### src/sv/eks_pkg.sv
`timescale 1ns / 1ps
// ---------------------------------------------------------------------------
// eks_pkg - shared types and constants of the encoder knob supervisor
// Request and result layouts, configuration register map, mode encoding
// and the limits used by the per-encoder lanes.
// ---------------------------------------------------------------------------
package eks_pkg;

	// field widths
	localparam int CFG_W     = 12;
	localparam int THR_W     = 4;
	localparam int CNT_W     = 8;
	localparam int IDX_W     = 4;
	localparam int LANES     = 3;
	localparam int HELD_W    = 12;

	// parameter defaults
	localparam int DEF_POSITION_BITS = 4;
	localparam int DEF_TIMER_BITS    = 12;

	// jump limits and saturation
	localparam logic [3:0]       WRAP_LIMIT = 4'd8;
	localparam logic [CNT_W-1:0] FLAG_LIMIT = 8'd5;
	localparam logic [CNT_W-1:0] COUNT_MAX  = 8'd255;

	// register reset values
	localparam logic [CFG_W-1:0] RST_INIT_WAIT  = 12'd500;
	localparam logic [CFG_W-1:0] RST_PRE_WAIT   = 12'd1000;
	localparam logic [CFG_W-1:0] RST_CMD_IVL    = 12'd500;
	localparam logic [CFG_W-1:0] RST_FAST_IVL   = 12'd100;
	localparam logic [CFG_W-1:0] RST_SLOW_IVL   = 12'd500;
	localparam logic [CFG_W-1:0] RST_CHECK_IVL  = 12'd100;
	localparam logic [CFG_W-1:0] RST_ERROR_WAIT = 12'd2000;
	localparam logic [THR_W-1:0] RST_SKIP_THR   = 4'd3;

	// register indexes
	localparam logic [IDX_W-1:0] REG_INIT_WAIT  = 4'd0;
	localparam logic [IDX_W-1:0] REG_PRE_WAIT   = 4'd1;
	localparam logic [IDX_W-1:0] REG_CMD_IVL    = 4'd2;
	localparam logic [IDX_W-1:0] REG_FAST_IVL   = 4'd3;
	localparam logic [IDX_W-1:0] REG_SLOW_IVL   = 4'd4;
	localparam logic [IDX_W-1:0] REG_CHECK_IVL  = 4'd5;
	localparam logic [IDX_W-1:0] REG_ERROR_WAIT = 4'd6;
	localparam logic [IDX_W-1:0] REG_SKIP_THR   = 4'd7;

	// knob report codes
	localparam logic [1:0] KNOB_NONE = 2'd0;
	localparam logic [1:0] KNOB_MODE = 2'd1;
	localparam logic [1:0] KNOB_FULL = 2'd2;

	// supervisor modes
	typedef enum logic [1:0] {
		MODE_INIT     = 2'd0,
		MODE_PRECHECK = 2'd1,
		MODE_RUNNING  = 2'd2,
		MODE_ERROR    = 2'd3
	} mode_t;

	// one request: a millisecond tick
	typedef struct packed {
		logic [3:0] position_a;
		logic [3:0] position_b;
		logic [3:0] position_c;
		logic [2:0] buttons;
		logic       command_pending;
		logic [2:0] command_lines;
	} tick_t;

	// one result
	typedef struct packed {
		logic [1:0]        mode_now;
		logic [2:0]        common_enable;
		logic [2:0]        skip_flags;
		logic [CNT_W-1:0]  skips_a;
		logic [CNT_W-1:0]  skips_b;
		logic [CNT_W-1:0]  skips_c;
		logic [HELD_W-1:0] held_positions;
		logic [2:0]        held_buttons;
		logic [1:0]        knob_report;
		logic              flag_report;
		logic              command_taken;
	} result_t;

	// configuration registers
	typedef struct packed {
		logic [CFG_W-1:0] init_wait;
		logic [CFG_W-1:0] pre_wait;
		logic [CFG_W-1:0] cmd_ivl;
		logic [CFG_W-1:0] fast_ivl;
		logic [CFG_W-1:0] slow_ivl;
		logic [CFG_W-1:0] check_ivl;
		logic [CFG_W-1:0] error_wait;
		logic [THR_W-1:0] skip_thr;
	} cfg_t;

	// control to lanes
	typedef struct packed {
		logic load;   // precheck passed: take positions as previous
		logic check;  // skip check due this tick
	} lane_cmd_t;

	// control status for the merge stage
	typedef struct packed {
		mode_t      mode;
		logic [2:0] common;
		logic       clear_flags;
		logic [1:0] knob;
		logic       flag_rep;
		logic       taken;
	} ctrl_t;

endpackage

### src/sv/eks_lane.sv
`timescale 1ns / 1ps
// ---------------------------------------------------------------------------
// eks_lane - skip checker for one encoder
// Holds the previous and accepted position, the accepted button level and
// the saturating skip count of one encoder; reports a flag set above the flag limit.
// ---------------------------------------------------------------------------
module eks_lane #(
	parameter int POSITION_BITS = eks_pkg::DEF_POSITION_BITS
) (
	input  logic                       clk,
	input  logic                       arst_n,
	input  logic                       ce,
	input  eks_pkg::lane_cmd_t         cmd,
	input  logic [POSITION_BITS-1:0]   pos,
	input  logic                       btn,
	input  logic [eks_pkg::THR_W-1:0]  thr,
	output logic [eks_pkg::CNT_W-1:0]  count_d,
	output logic [POSITION_BITS-1:0]   acc_pos_d,
	output logic                       acc_btn_d,
	output logic                       flag_set
);

	localparam int CW = POSITION_BITS + 4;

	logic [POSITION_BITS-1:0]  prev_q, prev_d;
	logic [POSITION_BITS-1:0]  acc_pos_q;
	logic                      acc_btn_q;
	logic [eks_pkg::CNT_W-1:0] count_q;
	logic [POSITION_BITS-1:0]  diff;
	logic [CW-1:0]             jump;
	logic                      skip;

	// absolute jump, large jumps are wraps
	always_comb begin
		diff = (prev_q >= pos) ? (prev_q - pos) : (pos - prev_q);
		jump = (CW'(diff) > CW'(eks_pkg::WRAP_LIMIT)) ? CW'(1) : CW'(diff);
		skip = (jump >= CW'(thr));
	end

	// next lane state
	always_comb begin
		prev_d    = prev_q;
		count_d   = count_q;
		acc_pos_d = acc_pos_q;
		acc_btn_d = acc_btn_q;
		flag_set  = 1'b0;
		if (cmd.load) begin
			prev_d = pos;
		end
		if (cmd.check) begin
			prev_d = pos;
			if (skip) begin
				count_d  = (count_q == eks_pkg::COUNT_MAX) ? count_q : count_q + 1'b1;
				flag_set = (count_d > eks_pkg::FLAG_LIMIT);
			end else begin
				acc_pos_d = pos;
				acc_btn_d = btn;
			end
		end
	end

	always_ff @(posedge clk or negedge arst_n) begin
		if (!arst_n) begin
			prev_q    <= '0;
			count_q   <= '0;
			acc_pos_q <= '0;
			acc_btn_q <= 1'b0;
		end else if (ce) begin
			prev_q    <= prev_d;
			count_q   <= count_d;
			acc_pos_q <= acc_pos_d;
			acc_btn_q <= acc_btn_d;
		end
	end

endmodule

### src/sv/eks_ctrl.sv
`timescale 1ns / 1ps
// ---------------------------------------------------------------------------
// eks_ctrl - mode sequencer and phase timers
// Steps init, precheck, running and error on each tick, keeps the six
// saturating elapsed timers and the common-line drive, raises the strobes.
// ---------------------------------------------------------------------------
module eks_ctrl #(
	parameter int TIMER_BITS = eks_pkg::DEF_TIMER_BITS
) (
	input  logic               clk,
	input  logic               arst_n,
	input  logic               ce,
	input  eks_pkg::cfg_t      cfg,
	input  logic               all_zero,
	input  logic               command_pending,
	input  logic [2:0]         command_lines,
	output eks_pkg::ctrl_t     ctl,
	output eks_pkg::lane_cmd_t lane_cmd
);

	localparam int CW = (TIMER_BITS > eks_pkg::CFG_W) ? TIMER_BITS : eks_pkg::CFG_W;
	localparam logic [TIMER_BITS-1:0] TMAX = '1;

	eks_pkg::mode_t mode_q, mode_d;
	logic [TIMER_BITS-1:0] init_q, pre_q, cmd_q, fast_q, slow_q, chk_q;
	logic [TIMER_BITS-1:0] init_a, pre_a, cmd_a, fast_a, slow_a, chk_a;
	logic [TIMER_BITS-1:0] init_d, pre_d, cmd_d, fast_d, slow_d, chk_d;
	logic [2:0] common_q, common_d;
	logic init_done, pre_done, err_done;
	logic cmd_due, fast_due, slow_due, chk_due;

	// timers advance first, saturating
	always_comb begin
		init_a = (init_q == TMAX) ? init_q : init_q + 1'b1;
		pre_a  = (pre_q  == TMAX) ? pre_q  : pre_q  + 1'b1;
		cmd_a  = (cmd_q  == TMAX) ? cmd_q  : cmd_q  + 1'b1;
		fast_a = (fast_q == TMAX) ? fast_q : fast_q + 1'b1;
		slow_a = (slow_q == TMAX) ? slow_q : slow_q + 1'b1;
		chk_a  = (chk_q  == TMAX) ? chk_q  : chk_q  + 1'b1;
	end

	// phase compares
	always_comb begin
		init_done = (CW'(init_a) >  CW'(cfg.init_wait));
		pre_done  = (CW'(pre_a)  >  CW'(cfg.pre_wait));
		err_done  = (CW'(init_a) >= CW'(cfg.error_wait));
		cmd_due   = (CW'(cmd_a)  >= CW'(cfg.cmd_ivl));
		fast_due  = (CW'(fast_a) >= CW'(cfg.fast_ivl));
		slow_due  = (CW'(slow_a) >= CW'(cfg.slow_ivl));
		chk_due   = (CW'(chk_a)  >= CW'(cfg.check_ivl));
	end

	// next mode
	always_comb begin
		mode_d = mode_q;
		case (mode_q)
			eks_pkg::MODE_INIT: begin
				if (init_done) mode_d = eks_pkg::MODE_PRECHECK;
			end
			eks_pkg::MODE_PRECHECK: begin
				if (pre_done) begin
					mode_d = all_zero ? eks_pkg::MODE_RUNNING : eks_pkg::MODE_ERROR;
				end
			end
			eks_pkg::MODE_RUNNING: begin
				mode_d = eks_pkg::MODE_RUNNING;
			end
			eks_pkg::MODE_ERROR: begin
				if (err_done) mode_d = eks_pkg::MODE_INIT;
			end
			default: begin
				mode_d = eks_pkg::MODE_INIT;
			end
		endcase
	end

	// timer clears, drive and strobes
	always_comb begin
		init_d = init_a;
		pre_d  = pre_a;
		cmd_d  = cmd_a;
		fast_d = fast_a;
		slow_d = slow_a;
		chk_d  = chk_a;
		common_d = common_q;
		ctl.clear_flags = 1'b0;
		ctl.knob     = eks_pkg::KNOB_NONE;
		ctl.flag_rep = 1'b0;
		ctl.taken    = 1'b0;
		lane_cmd.load  = 1'b0;
		lane_cmd.check = 1'b0;
		case (mode_q)
			eks_pkg::MODE_INIT: begin
				if (init_done) begin
					ctl.knob = eks_pkg::KNOB_MODE;
					pre_d = '0;
				end
			end
			eks_pkg::MODE_PRECHECK: begin
				common_d = '0;
				if (pre_done) begin
					ctl.knob = eks_pkg::KNOB_MODE;
					if (!all_zero) begin
						init_d = '0;
					end else begin
						common_d = 3'b111;
						lane_cmd.load = 1'b1;
						ctl.clear_flags = 1'b1;
						cmd_d  = '0;
						fast_d = '0;
						slow_d = '0;
						chk_d  = '0;
					end
				end
			end
			eks_pkg::MODE_RUNNING: begin
				if (cmd_due) begin
					if (command_pending) begin
						common_d  = command_lines;
						ctl.taken = 1'b1;
					end
					cmd_d = '0;
				end
				if (fast_due) begin
					ctl.knob = eks_pkg::KNOB_FULL;
					fast_d = '0;
				end
				if (slow_due) begin
					ctl.flag_rep = 1'b1;
					slow_d = '0;
				end
				if (chk_due) begin
					lane_cmd.check = 1'b1;
					chk_d = '0;
				end
			end
			eks_pkg::MODE_ERROR: begin
				if (err_done) begin
					init_d = '0;
					ctl.knob = eks_pkg::KNOB_MODE;
				end
			end
			default: begin
				ctl.knob = eks_pkg::KNOB_NONE;
			end
		endcase
		ctl.mode   = mode_d;
		ctl.common = common_d;
	end

	always_ff @(posedge clk or negedge arst_n) begin
		if (!arst_n) begin
			mode_q   <= eks_pkg::MODE_INIT;
			init_q   <= '0;
			pre_q    <= '0;
			cmd_q    <= '0;
			fast_q   <= '0;
			slow_q   <= '0;
			chk_q    <= '0;
			common_q <= '0;
		end else if (ce) begin
			mode_q   <= mode_d;
			init_q   <= init_d;
			pre_q    <= pre_d;
			cmd_q    <= cmd_d;
			fast_q   <= fast_d;
			slow_q   <= slow_d;
			chk_q    <= chk_d;
			common_q <= common_d;
		end
	end

endmodule

### src/sv/encoder_knob_supervisor.sv
`timescale 1ns / 1ps
// ---------------------------------------------------------------------------
// encoder_knob_supervisor - supervisor for three position encoders
// Mode sequencing, periodic reports and skip counting per millisecond tick.
// ---------------------------------------------------------------------------
// Each request is one tick and yields exactly one result, which is captured in
// the output register as the request is taken. A request can be taken every
// cycle: the three encoder lanes and the mode sequencer update their state as
// the tick is taken, and the output register only holds the tick back
// while its own result is stalled. Configuration writes are always ready;
// write them while no tick is in flight.
module encoder_knob_supervisor #(
	parameter int POSITION_BITS = eks_pkg::DEF_POSITION_BITS,
	parameter int TIMER_BITS    = eks_pkg::DEF_TIMER_BITS
) (
	input  logic                       clk,
	input  logic                       arst_n,
	input  logic                       tick_valid,
	output logic                       tick_stall,
	input  eks_pkg::tick_t             tick,
	output logic                       result_valid,
	input  logic                       result_stall,
	output eks_pkg::result_t           result,
	input  logic                       cfg_valid,
	output logic                       cfg_ready,
	input  logic [eks_pkg::IDX_W-1:0]  cfg_index,
	input  logic [eks_pkg::CFG_W-1:0]  cfg_data
);

	eks_pkg::cfg_t      cfg_q;
	eks_pkg::ctrl_t     ctl;
	eks_pkg::lane_cmd_t lane_cmd;
	eks_pkg::result_t   result_d, result_q;
	logic               result_valid_q;
	logic               accept;
	logic               all_zero;
	logic [2:0]         flags_q, flags_d, flag_set;
	logic [POSITION_BITS-1:0]  pos     [eks_pkg::LANES];
	logic [POSITION_BITS-1:0]  acc_pos [eks_pkg::LANES];
	logic [eks_pkg::CNT_W-1:0] count   [eks_pkg::LANES];
	logic [2:0]                acc_btn;
	logic [eks_pkg::LANES*POSITION_BITS-1:0] held_w;

	// handshake: output register decouples the two sides
	assign tick_stall   = result_valid_q && result_stall;
	assign accept       = tick_valid && !tick_stall;
	assign result_valid = result_valid_q;
	assign result       = result_q;
	assign cfg_ready    = 1'b1;

	// configuration registers
	always_ff @(posedge clk or negedge arst_n) begin
		if (!arst_n) begin
			cfg_q.init_wait  <= eks_pkg::RST_INIT_WAIT;
			cfg_q.pre_wait   <= eks_pkg::RST_PRE_WAIT;
			cfg_q.cmd_ivl    <= eks_pkg::RST_CMD_IVL;
			cfg_q.fast_ivl   <= eks_pkg::RST_FAST_IVL;
			cfg_q.slow_ivl   <= eks_pkg::RST_SLOW_IVL;
			cfg_q.check_ivl  <= eks_pkg::RST_CHECK_IVL;
			cfg_q.error_wait <= eks_pkg::RST_ERROR_WAIT;
			cfg_q.skip_thr   <= eks_pkg::RST_SKIP_THR;
		end else if (cfg_valid && cfg_ready) begin
			case (cfg_index)
				eks_pkg::REG_INIT_WAIT:  cfg_q.init_wait  <= cfg_data;
				eks_pkg::REG_PRE_WAIT:   cfg_q.pre_wait   <= cfg_data;
				eks_pkg::REG_CMD_IVL:    cfg_q.cmd_ivl    <= cfg_data;
				eks_pkg::REG_FAST_IVL:   cfg_q.fast_ivl   <= cfg_data;
				eks_pkg::REG_SLOW_IVL:   cfg_q.slow_ivl   <= cfg_data;
				eks_pkg::REG_CHECK_IVL:  cfg_q.check_ivl  <= cfg_data;
				eks_pkg::REG_ERROR_WAIT: cfg_q.error_wait <= cfg_data;
				eks_pkg::REG_SKIP_THR:   cfg_q.skip_thr   <= cfg_data[eks_pkg::THR_W-1:0];
				default: begin
				end
			endcase
		end
	end

	// positions at lane width
	always_comb begin
		pos[0]   = POSITION_BITS'(tick.position_a);
		pos[1]   = POSITION_BITS'(tick.position_b);
		pos[2]   = POSITION_BITS'(tick.position_c);
		all_zero = (pos[0] == '0) && (pos[1] == '0) && (pos[2] == '0);
	end

	eks_ctrl #(
		.TIMER_BITS (TIMER_BITS)
	) u_ctrl (
		.clk             (clk),
		.arst_n          (arst_n),
		.ce              (accept),
		.cfg             (cfg_q),
		.all_zero        (all_zero),
		.command_pending (tick.command_pending),
		.command_lines   (tick.command_lines),
		.ctl             (ctl),
		.lane_cmd        (lane_cmd)
	);

	// one checker lane per encoder
	for (genvar i = 0; i < eks_pkg::LANES; i++) begin : g_lane
		eks_lane #(
			.POSITION_BITS (POSITION_BITS)
		) u_lane (
			.clk       (clk),
			.arst_n    (arst_n),
			.ce        (accept),
			.cmd       (lane_cmd),
			.pos       (pos[i]),
			.btn       (tick.buttons[i]),
			.thr       (cfg_q.skip_thr),
			.count_d   (count[i]),
			.acc_pos_d (acc_pos[i]),
			.acc_btn_d (acc_btn[i]),
			.flag_set  (flag_set[i])
		);
		assign held_w[i*POSITION_BITS +: POSITION_BITS] = acc_pos[i];
	end

	// merge: flags and result word
	always_comb begin
		flags_d = ctl.clear_flags ? 3'b000 : (flags_q | flag_set);
		result_d.mode_now       = ctl.mode;
		result_d.common_enable  = ctl.common;
		result_d.skip_flags     = flags_d;
		result_d.skips_a        = count[0];
		result_d.skips_b        = count[1];
		result_d.skips_c        = count[2];
		result_d.held_positions = eks_pkg::HELD_W'(held_w);
		result_d.held_buttons   = acc_btn;
		result_d.knob_report    = ctl.knob;
		result_d.flag_report    = ctl.flag_rep;
		result_d.command_taken  = ctl.taken;
	end

	always_ff @(posedge clk or negedge arst_n) begin
		if (!arst_n) begin
			flags_q        <= '0;
			result_valid_q <= 1'b0;
		end else begin
			if (accept) begin
				flags_q <= flags_d;
			end
			if (accept) begin
				result_valid_q <= 1'b1;
			end else if (!result_stall) begin
				result_valid_q <= 1'b0;
			end
		end
	end

	always_ff @(posedge clk) begin
		if (accept) begin
			result_q <= result_d;
		end
	end

	// checks
	a_stall_only_when_full: assert property (@(posedge clk) disable iff (!arst_n)
		tick_stall |-> result_valid)
		else $error("tick stalled with empty output register");

	a_flag_needs_count: assert property (@(posedge clk) disable iff (!arst_n)
		result_valid |-> ((!result.skip_flags[0] || result.skips_a > eks_pkg::FLAG_LIMIT) &&
		                  (!result.skip_flags[1] || result.skips_b > eks_pkg::FLAG_LIMIT) &&
		                  (!result.skip_flags[2] || result.skips_c > eks_pkg::FLAG_LIMIT)))
		else $error("skip flag set below flag limit");

	a_run_strobes: assert property (@(posedge clk) disable iff (!arst_n)
		(result_valid && result.mode_now != eks_pkg::MODE_RUNNING) |->
		(result.knob_report != eks_pkg::KNOB_FULL && !result.command_taken &&
		 !result.flag_report))
		else $error("running strobe outside running mode");

	a_precheck_commons: assert property (@(posedge clk) disable iff (!arst_n)
		(result_valid && result.mode_now == eks_pkg::MODE_PRECHECK) |->
		(result.common_enable == 3'b000))
		else $error("commons driven during precheck");

endmodule
### config.mk
export PLATFORM = sky130hd
export DESIGN_NAME = encoder_knob_supervisor
export DESIGN_NICKNAME = d
export VERILOG_FILES = /design/src/sv/eks_pkg.sv /design/src/sv/eks_lane.sv /design/src/sv/eks_ctrl.sv /design/src/sv/encoder_knob_supervisor.sv
export SDC_FILE = /design/constraint.sdc
export NUM_CORES = 1
export LEC_CHECK = 0
export BUFFER_PORTS_ARGS = -buffer_cell sky130_fd_sc_hd__buf_2
export CORE_UTILIZATION = 45
export CTS_CLUSTER_DIAMETER = 60
export DETAILED_ROUTE_END_ITERATION = 6
export SLEW_MARGIN = 20
export SYNTH_ARGS = -nofsm -noshare
export SYNTH_HDL_FRONTEND = slang
export SYNTH_HIERARCHICAL = 1
export SYNTH_SLANG_ARGS = --single-unit
### constraint.sdc
create_clock -name clk -period 4.56 [get_ports clk]
set_input_delay 0.912 -clock clk [delete_from_list [all_inputs] [get_ports clk]]
set_output_delay 0.912 -clock clk [all_outputs]
set_load 0.02 [all_outputs]
; Word level (Yosys, flattened, before mapping)
; Cells that the tools add are included.
[word_totals]
word_cells = 210
latchBits = 0
mem_bits_ro = 0
input_bits = 40
n_memories = 0
ram_bits = 0
output_inout_bits = 54
regBits = 271
[op_classes]
n_eq_ne = 20
order_cmp = 19
n_mul = 0
div_mod_pow = 0
bitwise_logic = 1
n_reduce_logical = 21
add_sub_neg = 15
n_mux = 93
n_shift = 0
[op_table]
columns = operator, n
row1 = two-way mux 12 bit, 23
row2 = one-hot mux 12 bit (2 select lines), 5
row3 = adder 12 x 1 -> 12 bit (second input constant), 6
row4 = equality test 12 bit (second input constant), 6
row5 = two-way mux 4 bit, 18
row6 = two-way mux 8 bit, 9
row7 = greater-or-equal comparator 12 bit, 5
row8 = two-way mux 1 bit, 25
row9 = adder 8 x 1 -> 8 bit (second input constant), 3
row10 = equality test 8 bit (second input constant), 3
row11 = greater-or-equal comparator 8 x 4 -> 1 bit, 3
row12 = greater-than comparator 12 bit, 2
row13 = greater-than comparator 8 x 3 -> 1 bit (second input constant), 3
row14 = subtractor 4 bit, 6
row15 = AND reduction 2 bit, 10
row16 = two-way mux 3 bit, 6
row17 = equality test 4 x 3 -> 1 bit (second input constant), 4
row18 = logical NOT 4 bit, 4
row19 = one-hot mux 2 bit (4 select lines), 2
row20 = greater-or-equal comparator 4 bit, 3
row21 = greater-than comparator 4 bit (second input constant), 3
row22 = equality test 4 x 2 -> 1 bit (second input constant), 2
row23 = two-way mux 2 bit, 4
row24 = one-hot mux 3 bit (2 select lines), 1
row25 = other kinds (9), 13

; Depth between registers and ports, before layout
[depth]
depth_word = 9
mapped_depth = 18
mapped_depth_nobuf = 17

; Cells and area by module
; Netlist, hierarchy kept.
[modules_own_cells]
columns = module, cells_per_inst, seq_area_each_um2, instances, area_each_um2
row1 = eks_ctrl, 880, 1926.8, 1, 7101.8
row2 = encoder_knob_supervisor, 269, 3881.2, 1, 5157.4
row3 = eks_lane at g_lane[0].u_lane, 171, 425.4, 1, 1529.0
row4 = eks_lane at g_lane[1].u_lane, 163, 425.4, 1, 1517.7
row5 = eks_lane at g_lane[2].u_lane, 169, 425.4, 1, 1515.2

; Least setup slack after synthesis
; Ideal clock, no wire load.
[synth_path]
path_kind = flip-flop to flip-flop
start = register u_ctrl.chk_q[0]
end = register g_lane[0].u_lane/count_q[7] in the netlist's numbering
setup_ps = 128
slack_ps = 373
synth_period_minus_slack_ps = 4187
path_stages_with_launch = 14
path_buffers = 0
required_time_ps = 4432
arrival_ps = 4059
cell_sequence = dfrtp_1 -> ha_1 -> and3_1 -> and3_1 -> nand3_1 -> mux2_2 -> ha_1 -> a2111oi_0 -> or4_1 -> a31oi_1 -> nand2_1 -> nor3_2 -> nand3_1 -> mux2_1
[synth_rtl]
columns = element, line
row1 = start: declaration, eks_ctrl.sv:25  ; logic [TIMER_BITS-1:0] init_q, pre_q, cmd_q, fast_q, slow_q, chk_q;
row2 = start signal: assignment, eks_ctrl.sv:168  ; chk_q <= chk_d;
row3 = end signal: assignment, eks_lane.sv:70  ; count_q <= count_d;
row4 = end: declaration, eks_lane.sv:28  ; logic [eks_pkg::CNT_W-1:0] count_q;

==> out/metrics.yaml <==
run_status:
  outcome: "completed"
global_route:
  grt_max_degree: 123
  grt.total_usage_pct: 20.5
  grt_pass1_vias: 12100
  antenna_found_initial: 0
  gr-total-overflow: 0
  grt_pass1_wl_um: 62800
synthesis:
  async_flop_share_pct: 81.2
  netlist_area_mm2: 0.0168
  synth_enable_flop_cells: 51
  yosysWarnings: 6
  synth_top_family_by_area: "simple AND/OR/NAND/NOR gates"
  netlist_instances: 1652
  synth_mux_area_share_pct: 10.1
  yosysUniqueCellTypes: 97
  avgSynthCellArea_um2: 10.2
  seq_area_frac_synth_pct: 42.1
  ys.flop_type: "dfrtp_1"
  synthXorXnorAreaFrac_pct: 3.12
  synth_nets: 1832
  synthAdderAreaFrac_pct: 10.7
  ys_ff_latch: 271
  synthSimpleGateAreaFrac_pct: 14.6
  synth_compound_area_share_pct: 13.9
timing:
  worst_slack_ns: 0.209
  setup_tns_ns: 0
  worst_slew_pin_slew_ns: 1.05
  timing.fmax_mhz: 230
  post-route-period-util_pct: 95.4
  fin_crit_ns: 4.35
  setup_viol: 0
  hold_ws_ns: 0.255
  drv_slew: 0
  rsz0062_at_grt: "false"
  clock_skew_ns: 0.0191
  hold_violations: 0
  max_slew_margin_pct: 29.8
drt:
  post_drt_via_cell_ratio: 5.55
  drc: 0
  wire_per_inst_um: 17.1
  vias: 12500
  ant_nets: 0
  routed_wl_um: 38600
  drt_first_iter_violations: 681
  drtPass1Iterations: 5
die:
  coreArea_mm2: 0.0367
  start_util_pct: 45.8
  design.portCount: 94
  rows: 70
  die_w_um: 195
  die_area_mm2: 0.0382
  die_h_um: 195
layout:
  drive_above_1_share_pct: 23.5
  largest_register_ffs: 88
  nFillCells: 3295
  nets: 1937
  antennaDiodeCount: 0
  area_growth_syn_to_layout_pct: 13.7
  regMostFlops: "cfg_q"
critical_path:
  crit_type: "reg -> reg"
  required_ns: 4.84
  path_buf_inv: 1
  worstReg2RegStart: "u_ctrl/chk_q[1]$_DFFE_PN0P_"
  startpoint: "u_ctrl/chk_q[1]$_DFFE_PN0P_"
  critPathTopFamily: "simple AND/OR/NAND/NOR gates"
  startpoint_type: "flop"
  critPathMaxFanout: 17
  cp_slowest_cell: "or4_1"
  cp_cell_sequence: "ha_1 > and3_1 > and3_1 > nand3_1 > mux2_2 > ha_1 > a2111oi_0 > or4_1 > a31oi_4 > buf_4 > a21bo_2 > nor2_1 > mux2_2"
  cp-end-kind: "flop"
  cpPeakStageDelay_ns: 0.62
  critical_path_arrival_ns: 4.63
worst_hold_path:
  hp-class: "in -> async"
power_and_ir_drop:
  switching_share_pct: 35.7
  p_comb_share_pct: 38.1
  p_per_area_mw_per_mm2: 556
  max-vdd-ir-drop_v: 0.000342
  p_switching_uw: 3800
  pwr-share-seq_pct: 34.4
  power_leakage_uw: 0.00869
  p_int_uw: 6840
  clkPwrFrac_pct: 27.5
clocking:
  cts.path.max_buffers: 3
  clk_latency_ns: 0.54
  htree_levels: 2
  cts_root_buf: "clkbuf_16"
  path_clk_slew_ns: 0.05
  cts-buffers-inserted: 36
  cts_tree: "done"
  clock_sinks: 271
placed_design:
  place_ws_ns: 0.0476
  placement.io_buffers: 92
  gp_congestion: 0.845
  dp_hpwl_um: 27000
flow_run:
  max_cap_viol_count: 0
==> power by group through the flow <==
stage | combinational [uW] | sequential [uW] | clock, uW
2_1_floorplan | 2980 | 3660 | 0
3_5_place_dp | 4020 | 3690 | 0
4_1_cts | 4060 | 3660 | 3000
3_3_place_gp | 3920 | 3670 | 0
5_1_grt | 4570 | 3750 | 3090
6_report | 4060 | 3660 | 2930
==> placed cells by master, fill, tap and decap left out, drive strengths merged, types with 7 or more instances in the layout <==
master,count
mux2,140
o21ai,86
inv,156
a211oi,11
dfrtp,182
nor3b,7
ha,134
clkinv,10
and4,9
a31oi,31
and3,40
xor2,8
xnor2,52
nor3,14
nand3b,7
clkbuf,47
o21a,15
nand4,37
edfxtp,51
dfstp,38
nand2b,18
a31o,7
nand2,146
o211ai,7
a21oi,80
o22ai,8
and2,14
buf,131
mux2i,9
nand3,63
nor2b,20
nor2,64
o2bb2ai,31
a21o,18
==> cell usage after synthesis (36+ instances only) <==
cell / n / area [um^2]
dfrtp_1: 182 / 4550
xnor2_1: 52 / 455
nand4_1: 36 / 225
a21oi_1: 78 / 390
inv_1: 154 / 578
nand3_1: 61 / 305
nor2_1: 61 / 229
mux2_2: 130 / 1460
o21ai_0: 81 / 405
edfxtp_1: 51 / 1530
dfstp_2: 38 / 998
ha_1: 134 / 1680
nand2_1: 145 / 544
==> worst register-to-register path, delay by kind of cell (launching register included) <==
kind,cells,cell delay (ns)
AO/OA/AOI/OAI,3,0.66
AND/OR/NAND/NOR,5,1.50
adder cells (fa/ha/maj),2,0.48
multiplexers,2,0.74
buffers and inverters,1,0.29
flip-flops,1,0.41
==> repair_timing <==
action,CTS,global route
setup endpoints to repair,0,18
buffers inserted,0,2
gates resized for setup,0,3
hold buffers,0,0
==> area by class of cell <==
| type | count | area (um^2) | share of cell area (%) |
|---|---|---|---|
| Multi-Input combinational cell | 1163 | 8830 | 46.2 |
| Tap cell | 468 | 586 | 3.06 |
| Inverter | 154 | 581 | 3.03 |
| Clock buffer | 47 | 1010 | 5.30 |
| Clock inverter | 19 | 226 | 1.18 |
| Sequential cell | 271 | 7080 | 37.0 |
| Timing Repair Buffer | 131 | 808 | 4.22 |
==> final timing paths <==
| path | endpoint | slack (ns) | cells past startpoint |
|---|---|---|---|
| max in group asynchronous | cfg_q[81]$_DFFE_PN1P_ | 3.26 | 3 |
| worst max register to register | result[20]$_DFFE_PP_ | 0.21 | 13 |
| worst min-delay path | result_valid$_DFFE_PN0P_ | 0.26 | 1 |
| worst max-delay path | result[20]$_DFFE_PP_ | 0.21 | 13 |
| worst min register to register | g_lane[0].u_lane/prev_q[3]$_DFFE_PN0P_ | 0.49 | 2 |
| min in group clk | g_lane[0].u_lane/prev_q[3]$_DFFE_PN0P_ | 0.49 | 2 |
==> stage by stage <==
stage,power [uW],cells,util [%],area (um^2)
6_report,10600,2253,52.1,19100
3_5_place_dp,7710,2184,48.6,17800
2_1_floorplan,6640,1652,-,16800
3_3_place_gp,7600,2184,48.6,17800
5_1_grt,11400,2253,52.1,19100
4_1_cts,10700,2250,52.0,19100
==> routing by layer <==
| metal | GRT usage, % | wire, um |
|---|---|---|
| met2 | 34.5 | 18400 |
| met5 | 0 | 0 |
| met4 | 5.92 | 752 |
| met3 | 2.99 | 1520 |
| met1 | 27.5 | 18000 |
==> cell families (layout without fill, tap and decap cells) <==
kind of cell / count (synthesis) / in the layout
buf+inv: 218 / 351
compound gates: 349 / 349
simple gates: 464 / 464
xor+xnor: 60 / 60
fa+ha+maj: 140 / 140
other cells: 1 / 1
flops: 271 / 271
mux: 149 / 149
(Power assumes the default switching activity.)
